==> config.mk <==
export PLATFORM = sky130hd
export DESIGN_NAME = sweep_prune_pair_builder_top
export DESIGN_NICKNAME = d
export VERILOG_FILES = /design/src/hdl/spp_pkg.sv /design/src/hdl/spp_front.sv /design/src/hdl/spp_jobq.sv /design/src/hdl/spp_back.sv /design/src/hdl/sweep_prune_pair_builder_top.sv
export VERILOG_INCLUDE_DIRS = /design/src /design/src/hdl
export SDC_FILE = /design/constraint.sdc
export NUM_CORES = 1
export LEC_CHECK = 0
export BUFFER_PORTS_ARGS = -buffer_cell sky130_fd_sc_hd__buf_2
export CORE_ASPECT_RATIO = 2
export CORE_UTILIZATION = 40
export DETAILED_ROUTE_END_ITERATION = 10
export RECOVER_POWER = 100
export SYNTH_ARGS = -nofsm -noshare
export SYNTH_HDL_FRONTEND = slang
export SYNTH_HIERARCHICAL = 1
export SYNTH_SLANG_ARGS = --single-unit
==> constraint.sdc <==
create_clock -name clk -period 6.78 [get_ports clk]
set_clock_uncertainty 0.1 [all_clocks]
set_input_delay 1.356 -clock clk [delete_from_list [all_inputs] [get_ports clk]]
set_output_delay 1.356 -clock clk [all_outputs]
set_load 0.05 [all_outputs]
==> src/hdl/sweep_prune_pair_builder_top_defines.svh <==
// ---------------------------------------------------------------------------
// sweep_prune_pair_builder_top_defines
// Assertion macros used by the pair builder back end, spp_back.
// ---------------------------------------------------------------------------
`ifndef SWEEP_PRUNE_PAIR_BUILDER_TOP_DEFINES_SVH
`define SWEEP_PRUNE_PAIR_BUILDER_TOP_DEFINES_SVH

`ifndef NO_ASSERTIONS
`define SPP_ASSERT_IMP(label, clk, rst, ante, cons) \
  label: assert property (@(posedge clk) disable iff (rst) (ante) |-> (cons)) \
    else $error("sweep prune pair builder: assertion failed");
`define SPP_ASSERT_NXT(label, clk, rst, ante, cons) \
  label: assert property (@(posedge clk) disable iff (rst) (ante) |=> (cons)) \
    else $error("sweep prune pair builder: assertion failed");
`else
`define SPP_ASSERT_IMP(label, clk, rst, ante, cons)
`define SPP_ASSERT_NXT(label, clk, rst, ante, cons)
`endif

`endif

==> src/hdl/spp_pkg.sv <==
// ---------------------------------------------------------------------------
// spp_pkg
// Shared widths, job type and encoder for the sweep-and-prune pair builder.
// ---------------------------------------------------------------------------
`timescale 1ns / 1ps

package spp_pkg;

  localparam int unsigned BODY_W         = 6;
  localparam int unsigned MASK_W         = 64;
  localparam int unsigned MAX_BODIES_DEF = 64;
  localparam int unsigned JOBQ_DEPTH     = 2;
  localparam int unsigned JOBQ_AW        = $clog2(JOBQ_DEPTH);

  typedef struct packed {
    logic [MASK_W-1:0] pending;
    logic [BODY_W-1:0] id;
  } job_t;

  function automatic logic [BODY_W-1:0] onehot_index(input logic [MASK_W-1:0] oh);
    logic [BODY_W-1:0] idx;
    idx = '0;
    for (int k = 0; k < MASK_W; k++) begin
      for (int b = 0; b < BODY_W; b++) begin
        if (((k >> b) & 1) == 1) begin
          idx[b] = idx[b] | oh[k];
        end
      end
    end
    return idx;
  endfunction

endpackage

==> src/hdl/spp_front.sv <==
// ---------------------------------------------------------------------------
// spp_front
// Accepts endpoints, keeps the open mask and queues pair jobs.
// ---------------------------------------------------------------------------
`timescale 1ns / 1ps

module spp_front #(
  parameter int unsigned MAX_BODIES = spp_pkg::MAX_BODIES_DEF
) (
  input  logic                       clk,
  input  logic                       rst,
  input  logic                       in_valid,
  output logic                       in_stall,
  input  logic [spp_pkg::BODY_W-1:0] body_id,
  input  logic                       is_lower_end,
  input  logic                       last_endpoint,
  output logic                       push,
  output spp_pkg::job_t              push_job,
  input  logic                       full
);
  import spp_pkg::*;

  localparam int unsigned CMP_W = BODY_W + 1;

  logic [MAX_BODIES-1:0] open_mask;
  logic [MAX_BODIES-1:0] open_mask_next;
  logic [MAX_BODIES-1:0] id_bit;
  logic [MAX_BODIES-1:0] pending;
  logic                  accept;
  logic                  id_ok;

  assign in_stall = full;
  assign accept   = in_valid && !full;
  assign id_ok    = {1'b0, body_id} < CMP_W'(MAX_BODIES);
  assign id_bit   = MAX_BODIES'(1) << body_id;
  assign pending  = open_mask & ~id_bit;

  assign push          = accept && id_ok && is_lower_end && (pending != '0);
  assign push_job.pending = MASK_W'(pending);
  assign push_job.id      = body_id;

  always_comb begin
    open_mask_next = open_mask;
    if (id_ok) begin
      if (is_lower_end) begin
        open_mask_next = open_mask | id_bit;
      end else begin
        open_mask_next = open_mask & ~id_bit;
      end
    end
    if (last_endpoint) begin
      open_mask_next = '0;
    end
  end

  always_ff @(posedge clk) begin
    if (rst) begin
      open_mask <= '0;
    end else if (accept) begin
      open_mask <= open_mask_next;
    end
  end

endmodule

==> src/hdl/spp_jobq.sv <==
// ---------------------------------------------------------------------------
// spp_jobq
// Short job queue between the endpoint front and the pair emitter.
// ---------------------------------------------------------------------------
`timescale 1ns / 1ps

module spp_jobq (
  input  logic          clk,
  input  logic          rst,
  input  logic          push,
  input  spp_pkg::job_t push_job,
  output logic          full,
  input  logic          pop,
  output spp_pkg::job_t pop_job,
  output logic          job_valid
);
  import spp_pkg::*;

  job_t               q [JOBQ_DEPTH];
  logic [JOBQ_AW-1:0] wr_ptr;
  logic [JOBQ_AW-1:0] rd_ptr;
  logic [JOBQ_AW:0]   count;

  assign full      = count == (JOBQ_AW + 1)'(JOBQ_DEPTH);
  assign job_valid = count != '0;
  assign pop_job   = q[rd_ptr];

  always_ff @(posedge clk) begin
    if (push) begin
      q[wr_ptr] <= push_job;
    end
  end

  always_ff @(posedge clk) begin
    if (rst) begin
      wr_ptr <= '0;
      rd_ptr <= '0;
      count  <= '0;
    end else begin
      if (push) begin
        wr_ptr <= wr_ptr + JOBQ_AW'(1);
      end
      if (pop) begin
        rd_ptr <= rd_ptr + JOBQ_AW'(1);
      end
      if (push && !pop) begin
        count <= count + (JOBQ_AW + 1)'(1);
      end else if (pop && !push) begin
        count <= count - (JOBQ_AW + 1)'(1);
      end
    end
  end

endmodule

==> src/hdl/spp_back.sv <==
// ---------------------------------------------------------------------------
// spp_back
// Walks a job's pending mask low bit first; one pair a cycle unless stalled.
// ---------------------------------------------------------------------------
`timescale 1ns / 1ps
`include "sweep_prune_pair_builder_top_defines.svh"

module spp_back (
  input  logic                       clk,
  input  logic                       rst,
  input  logic                       job_valid,
  input  spp_pkg::job_t              pop_job,
  output logic                       pop,
  output logic                       out_valid,
  input  logic                       out_stall,
  output logic [spp_pkg::BODY_W-1:0] first_body,
  output logic [spp_pkg::BODY_W-1:0] second_body,
  output logic                       last_of_run
);
  import spp_pkg::*;

  logic              busy;
  logic [MASK_W-1:0] cur_mask;
  logic [BODY_W-1:0] cur_id;
  logic [MASK_W-1:0] low_bit;
  logic [MASK_W-1:0] rest;
  logic              advance;

  assign low_bit = cur_mask & (~cur_mask + MASK_W'(1));
  assign rest    = cur_mask & ~low_bit;
  assign advance = busy && (!out_valid || !out_stall);
  assign pop     = !busy && job_valid;

  always_ff @(posedge clk) begin
    if (pop) begin
      cur_mask <= pop_job.pending;
      cur_id   <= pop_job.id;
    end else if (advance) begin
      cur_mask <= rest;
    end
  end

  always_ff @(posedge clk) begin
    if (advance) begin
      first_body  <= onehot_index(low_bit);
      second_body <= cur_id;
      last_of_run <= rest == '0;
    end
  end

  always_ff @(posedge clk) begin
    if (rst) begin
      busy      <= 1'b0;
      out_valid <= 1'b0;
    end else begin
      if (advance) begin
        out_valid <= 1'b1;
      end else if (!out_stall) begin
        out_valid <= 1'b0;
      end
      if (pop) begin
        busy <= 1'b1;
      end else if (advance && rest == '0) begin
        busy <= 1'b0;
      end
    end
  end

  `SPP_ASSERT_IMP(a_busy_has_work, clk, rst, busy, cur_mask != '0)
  `SPP_ASSERT_IMP(a_pair_distinct, clk, rst, out_valid, first_body != second_body)
  `SPP_ASSERT_NXT(a_run_continues, clk, rst, out_valid && !out_stall && !last_of_run, busy || out_valid)

endmodule

==> src/hdl/sweep_prune_pair_builder_top.sv <==
// ---------------------------------------------------------------------------
// sweep_prune_pair_builder_top
// One-axis sweep-and-prune pair generator.
// ---------------------------------------------------------------------------
// Input channel (in_valid / in_stall): one sorted interval endpoint per
// transfer: body_id, is_lower_end, last_endpoint.
// Output channel (out_valid / out_stall): one overlap pair per transfer:
// first_body (already open), second_body (just opened), last_of_run on the
// final pair caused by one lower end, pairs in ascending first_body order.
// The front takes one endpoint a cycle while the job queue is not full and
// updates the open mask at once; a lower end with open bodies queues a job
// in a two-entry job queue. The back emits one pair a cycle while out_stall
// is low, by priority-encoding the job's mask; a lower end with n open
// bodies occupies the back while it loads the job and emits its n pairs.
// Upper ends and partnerless lower ends take no back time. The first pair
// passes the job queue, the back's job registers and the pair register.
// in_stall rises while the job queue is full; out_stall holds the pair
// register and stops the back.
// Reset clears the open mask, the queue and the output valid.
// ---------------------------------------------------------------------------
`timescale 1ns / 1ps

module sweep_prune_pair_builder_top #(
  parameter int unsigned MAX_BODIES = spp_pkg::MAX_BODIES_DEF
) (
  input  logic                       clk,
  input  logic                       rst,
  input  logic                       in_valid,
  output logic                       in_stall,
  input  logic [spp_pkg::BODY_W-1:0] body_id,
  input  logic                       is_lower_end,
  input  logic                       last_endpoint,
  output logic                       out_valid,
  input  logic                       out_stall,
  output logic [spp_pkg::BODY_W-1:0] first_body,
  output logic [spp_pkg::BODY_W-1:0] second_body,
  output logic                       last_of_run
);
  import spp_pkg::*;

  logic push;
  logic full;
  logic pop;
  logic job_valid;
  job_t push_job;
  job_t pop_job;

  spp_front #(
    .MAX_BODIES(MAX_BODIES)
  ) u_front (
    .clk          (clk),
    .rst          (rst),
    .in_valid     (in_valid),
    .in_stall     (in_stall),
    .body_id      (body_id),
    .is_lower_end (is_lower_end),
    .last_endpoint(last_endpoint),
    .push         (push),
    .push_job     (push_job),
    .full         (full)
  );

  spp_jobq u_jobq (
    .clk      (clk),
    .rst      (rst),
    .push     (push),
    .push_job (push_job),
    .full     (full),
    .pop      (pop),
    .pop_job  (pop_job),
    .job_valid(job_valid)
  );

  spp_back u_back (
    .clk        (clk),
    .rst        (rst),
    .job_valid  (job_valid),
    .pop_job    (pop_job),
    .pop        (pop),
    .out_valid  (out_valid),
    .out_stall  (out_stall),
    .first_body (first_body),
    .second_body(second_body),
    .last_of_run(last_of_run)
  );

endmodule
Yosys cells after proc, flatten, opt, wreduce, memory -nomap -nowiden
Memories as Yosys holds them, arrays and structs flattened. A register that Yosys moved wholly into a read port is not among the register bits.
Index checks and enable logic that the tools add are counted.
{ "totals": {"register_bits": 153, "ram_bits": 140, "inputBits": 12, "mem_count": 1} }
{ "classes": {"add_sub_neg": 5, "eq_ne": 2, "n_shift": 1, "muxes": 200, "n_bitwise": 193, "n_reduce_logical": 21} }
{ "memory_table": {"columns": ["name", "depth", "word_bits", "rd", "rd_clocked_by_memory_dff", "write_ports", "line_no", "text"], "rows": [
  ["u_jobq.q", 2, 70, 1, 1, 1, "spp_jobq.sv:19", "job_t q [JOBQ_DEPTH];"]
]} }
{ "op_table": {"columns": ["op", "count"], "rows": [
  ["64-bit 2-to-1 mux", 4],
  ["1-bit 2-to-1 mux", 194],
  ["64-bit bitwise AND", 3],
  ["64-bit inverter", 3],
  ["1-bit OR", 186],
  ["64-bit by 1-bit adder with 64-bit output (second input constant)", 1],
  ["64-bit logical NOT", 1],
  ["64-bit OR", 1],
  ["64-bit nonzero test", 1],
  ["1-bit by 6-bit left shift with 64-bit output (first input constant)", 1],
  ["1-bit logical AND", 8],
  ["2-bit nonzero test", 4],
  ["1-bit logical NOT", 6],
  ["2-bit 2-to-1 mux", 2],
  ["1-bit adder (second input constant)", 2],
  ["2-bit by 1-bit adder with 2-bit output (second input constant)", 1],
  ["2-bit equality test (second input constant)", 1],
  ["2-bit by 1-bit inequality test with 1-bit output (second input constant)", 1],
  ["2-bit by 1-bit subtractor with 2-bit output (second input constant)", 1],
  ["1-bit logical OR", 1]
]} }

Logic depth before layout (Yosys ltp)
{ "depth": {"word_depth": 65, "mapped_depth": 12} }

Hierarchy
The synthesis kept the hierarchy.
{ "by_module_without_submodules": {"columns": ["module", "instances", "cells_each", "area_per_inst_um2", "seq_area_each_um2"], "rows": [
  ["spp_jobq", 1, 240, 5286.3, 4304.1],
  ["spp_back", 1, 589, 5266.3, 2532.4],
  ["spp_front", 1, 516, 3677.3, 1281.2]
]} }

Worst setup path before layout
No wires, ideal clock.
{ "synth_path": {"kind": "input -> register", "startpoint": "in body_id[0] (netlist bit)", "endpoint": "mem u_jobq/q[0][0] (netlist bit), enable pin", "arrival_time_ns": 5.904, "required_ns": 6.173, "path_slack_ns": 0.269, "path_stages": 9, "path_buffers": 2, "path_cell_list": "buf_4 > or3b_1 > clkbuf_1 > nor3_1 > nor2b_1 > nor4_1 > and4_1 > a31oi_1 > nor2b_1"} }
{ "synth_rtl": {"columns": ["element", "line_no", "text"], "rows": [
  ["start: declaration", "sweep_prune_pair_builder_top.sv:30", "input logic [spp_pkg::BODY_W-1:0] body_id,"],
  ["end: declaration", "spp_jobq.sv:19", null]
]} }

Worst setup path in the final report
{ "layout_path": {"startpoint": "in body_id[2] (netlist bit)", "endpoint": "mem u_jobq/q[1][24] (netlist bit), enable pin"} }
{ "layout_via": {"elab_chain_len": 7} }
{ "layout_lines": {"columns": ["element", "line_no", "text"], "rows": [
  ["1-bit by 6-bit left shift with 64-bit output", "spp_front.sv:35", "assign id_bit = MAX_BODIES'(1) << body_id;"],
  ["64-bit inverter", "spp_front.sv:36", "assign pending = open_mask & ~id_bit;"],
  ["64-bit bitwise AND", "spp_front.sv:36", null],
  ["64-bit nonzero test", "spp_front.sv:38", "assign push = accept && id_ok && is_lower_end && (pending != '0);"],
  ["1-bit logical AND", "spp_front.sv:38", null],
  ["via push", "sweep_prune_pair_builder_top.sv:41", "logic push;"],
  ["1-bit 2-to-1 mux", "spp_jobq.sv:29", "if (push) begin"],
  ["1-bit 2-to-1 mux (not written as such)", "spp_jobq.sv:30", "q[wr_ptr] <= push_job;"]
]} }
The timed path passes the listed nets, and every way through them passes these cells.

==> out/metrics.cfg <==
[finish]
multiInputGateArea_um2 = 5470
syn_to_final_growth_pct = 8.18
layout.cells.non_filler = 1792
fin_nets = 1340
diodes = 0
drive_above_1_share = 0.111
regArea_um2 = 8120
fillCellCount = 3319

[logic_synthesis]
synth_commonest_cells = edfxtp_1, nor2_1, o21ai_0
synth_top_area_frac = 0.471
synth_top_area_cell = edfxtp_1
synth_cells = 1345
synthTopCellsByArea = edfxtp_1, dfxtp_1, mux2_2, o21ai_0, nor2_1
synth_ff_type = edfxtp_1
synth_most_common_cell = edfxtp_1
syn_avg_cell_area_um2 = 10.6
syn-num-nets = 1358
synth.cell_area_um2 = 14200
synth_cell_types = 81
ys_async_sr_fraction = 0
yosysSeqAreaShare = 0.570
ys_ff_latch = 294
yosysWarnings = 6
synth-edff-count = 223

[grt]
grt_first_pass_wirelength_um = 61800
overflow = 0
antenna_found_initial = 0
grt_max_degree = 72
grt_pass1_vias = 10300
grt_use_total = 0.231

[placement]
io_buffers = 26
place.detailed.hpwl_um = 30300
place.gp.congestion = 0.967
preCtsSetupSlack_ns = 1.45
place_inst = 1743

[worst_setup_path]
end_kind = register
path_max_fanout = 57
critical-path-slowest-cell = nor4_1
path_class = input pin to register
crit_buf_inv = 2
critPathLaunchType = input pin
path_cells = clkbuf_1, nand3_1, o21ai_0, nand4_1, or4_1, nor4_1, a31oi_1, and2_2, buf_4
critPathRequiredTime_ns = 6.87
critical-path-top-delay-family = simple AND/OR/NAND/NOR gates
slowest_delay_ns = 0.69
crit_arrival_ns = 5.66

[clock_tree]
root_buffer = clkbuf_16
clk_pin_slew_ns = 0.06
clock_latency_ns = 0.54
cts_tree = done
holdBufCountCts = 0
cts_resized = 0
htree_levels = 1
cts_buffer_depth = 3
clock-sinks = 294
post-cts-setup-buffers = 0
numCtsBuffers = 27

[sta]
fin_crit_ns = 5.57
layout_setup_ws_ns = 1.21
fin_crit_sh = 0.822
tns_ns = 0
hold_viol = 0
grt_setup_unrepaired = false
slew_headroom = -1.64
drv_slew = 191
tightest_slew_ns = 3.95
setup_viol = 0
fmax_mhz = 179

[pwr]
powerDensity_nw_per_um2 = 376
power_leakage_nw = 5.48
finalPower_w = 0.00578
ir_drop_uv = 179

[floorplan]
core_area_um2 = 35100
fp-row-count = 97
io_pins = 27
floorplan.initialDensity = 0.406
dieWidth_um = 135
die-area_um2 = 36400
die_h_um = 269

[job]
drv_cap = 3

[worst_hold_path]
hold_path_class = register to register

[detailed_routing]
routedWlPerCell_um = 23.0
antenna_left = 0
vias_per_cell = 5.81
drcViolationCount = 0
vias = 10400
drt-pass1-iter-count = 5
first_iter_violations = 775
wl_um = 41300

[run_status]
status = finished, violations left
violations = capacitance limit, slew limit

==> layout make-up <==
| type | count | area share |
|---|---|---|
| Inverter | 46 | 0.0113 |
| Clock inverter | 15 | 0.0104 |
| Clock buffer | 34 | 0.0469 |
| Timing Repair Buffer | 41 | 0.0122 |
| Sequential cell | 294 | 0.527 |
| Tap cell | 445 | 0.0362 |
| Multi-Input combinational cell | 917 | 0.356 |
==> path summary, 6_finish.rpt <==
check	startpoint	to	slack, ns	cells past startpoint
setup / recovery	body_id[2]	u_jobq/q[1][24]	1.21	9
hold / removal	u_back/cur_id[4]	u_back/second_body[4]	0.33	0
setup reg to reg	u_jobq/count[1]	u_back/cur_mask[30]	1.46	7
hold reg to reg	u_back/cur_id[4]	u_back/second_body[4]	0.33	0
==> per-stage QoR <==
step	area, µm²	util	hold WS, ns
after CTS	15500	0.441	0.329
final	15400	0.439	0.327
after detailed placement	14600	0.416	0.313
after global routing	15400	0.439	0.336
after global placement	14600	0.416	0.303
after floorplan	14200	-	0.300
==> power breakdown <==
part	internal [W]	total [W]	switching, W	leakage (nW)
sequential	0.00240	0.00275	0.000352	2.84
combinational	0.000484	0.00150	0.00102	2.21
clock	0.000870	0.00153	0.000658	0.427
total	0.00375	0.00578	0.00203	5.48
==> flip-flops by register name, indices dropped and copies added, names as in the netlist, named ones only <==
register / flops
u_front/open_mask: 64
u_back/out_valid: 1
u_back/second_body: 6
u_jobq/q: 140
u_back/cur_mask: 64
u_back/cur_id: 6
u_jobq/wr_ptr: 1
u_jobq/count: 2
u_back/last_of_run: 1
u_back/first_body: 6
u_jobq/rd_ptr: 1
u_back/busy: 1
==> cell families (layout without fill, tap and decap cells) <==
kind of cell | Yosys count | in the layout | synth area share
adders and majority gates | 4 | 4 | 0.00308
AOI/OAI and AO/OA | 304 | 304 | 0.132
and+or+nand+nor | 532 | 532 | 0.190
DFF | 294 | 294 | 0.570
buffers and inverters | 134 | 136 | 0.0441
muxes | 73 | 73 | 0.0578
xor gates and xnor gates | 4 | 4 | 0.00246
==> routing by layer <==
metal,track usage,vias up,wire length [µm]
met3,0.0197,138,1220
met4,0.187,0,3560
met2,0.425,305,22000
met5,0,-,0
met1,0.235,5017,14600
li1,-,4946,-
==> layout by cell type, fill, tap and decap left out, types with 27 or more instances in the layout <==
cell       instances
nor2b_1           40
clkbuf_1          33
mux2_2            71
o21ai_0          164
dfxtp_1           70
nand2_1          114
nor2_1           179
nand3_1           31
a22oi_1           64
inv_1             45
clkbuf_16         27
edfxtp_1         223
==> worst register-to-register path, stage by stage (launching register included) <==
cell        delay, ns
dfxtp_1          0.33
or2_2            0.37
nand2b_1         0.10
clkbuf_1         1.06
clkinvlp_2       1.67
clkbuf_2         0.88
nand2_1          0.39
o21ai_0          0.14
(Power assumes the default switching activity.)
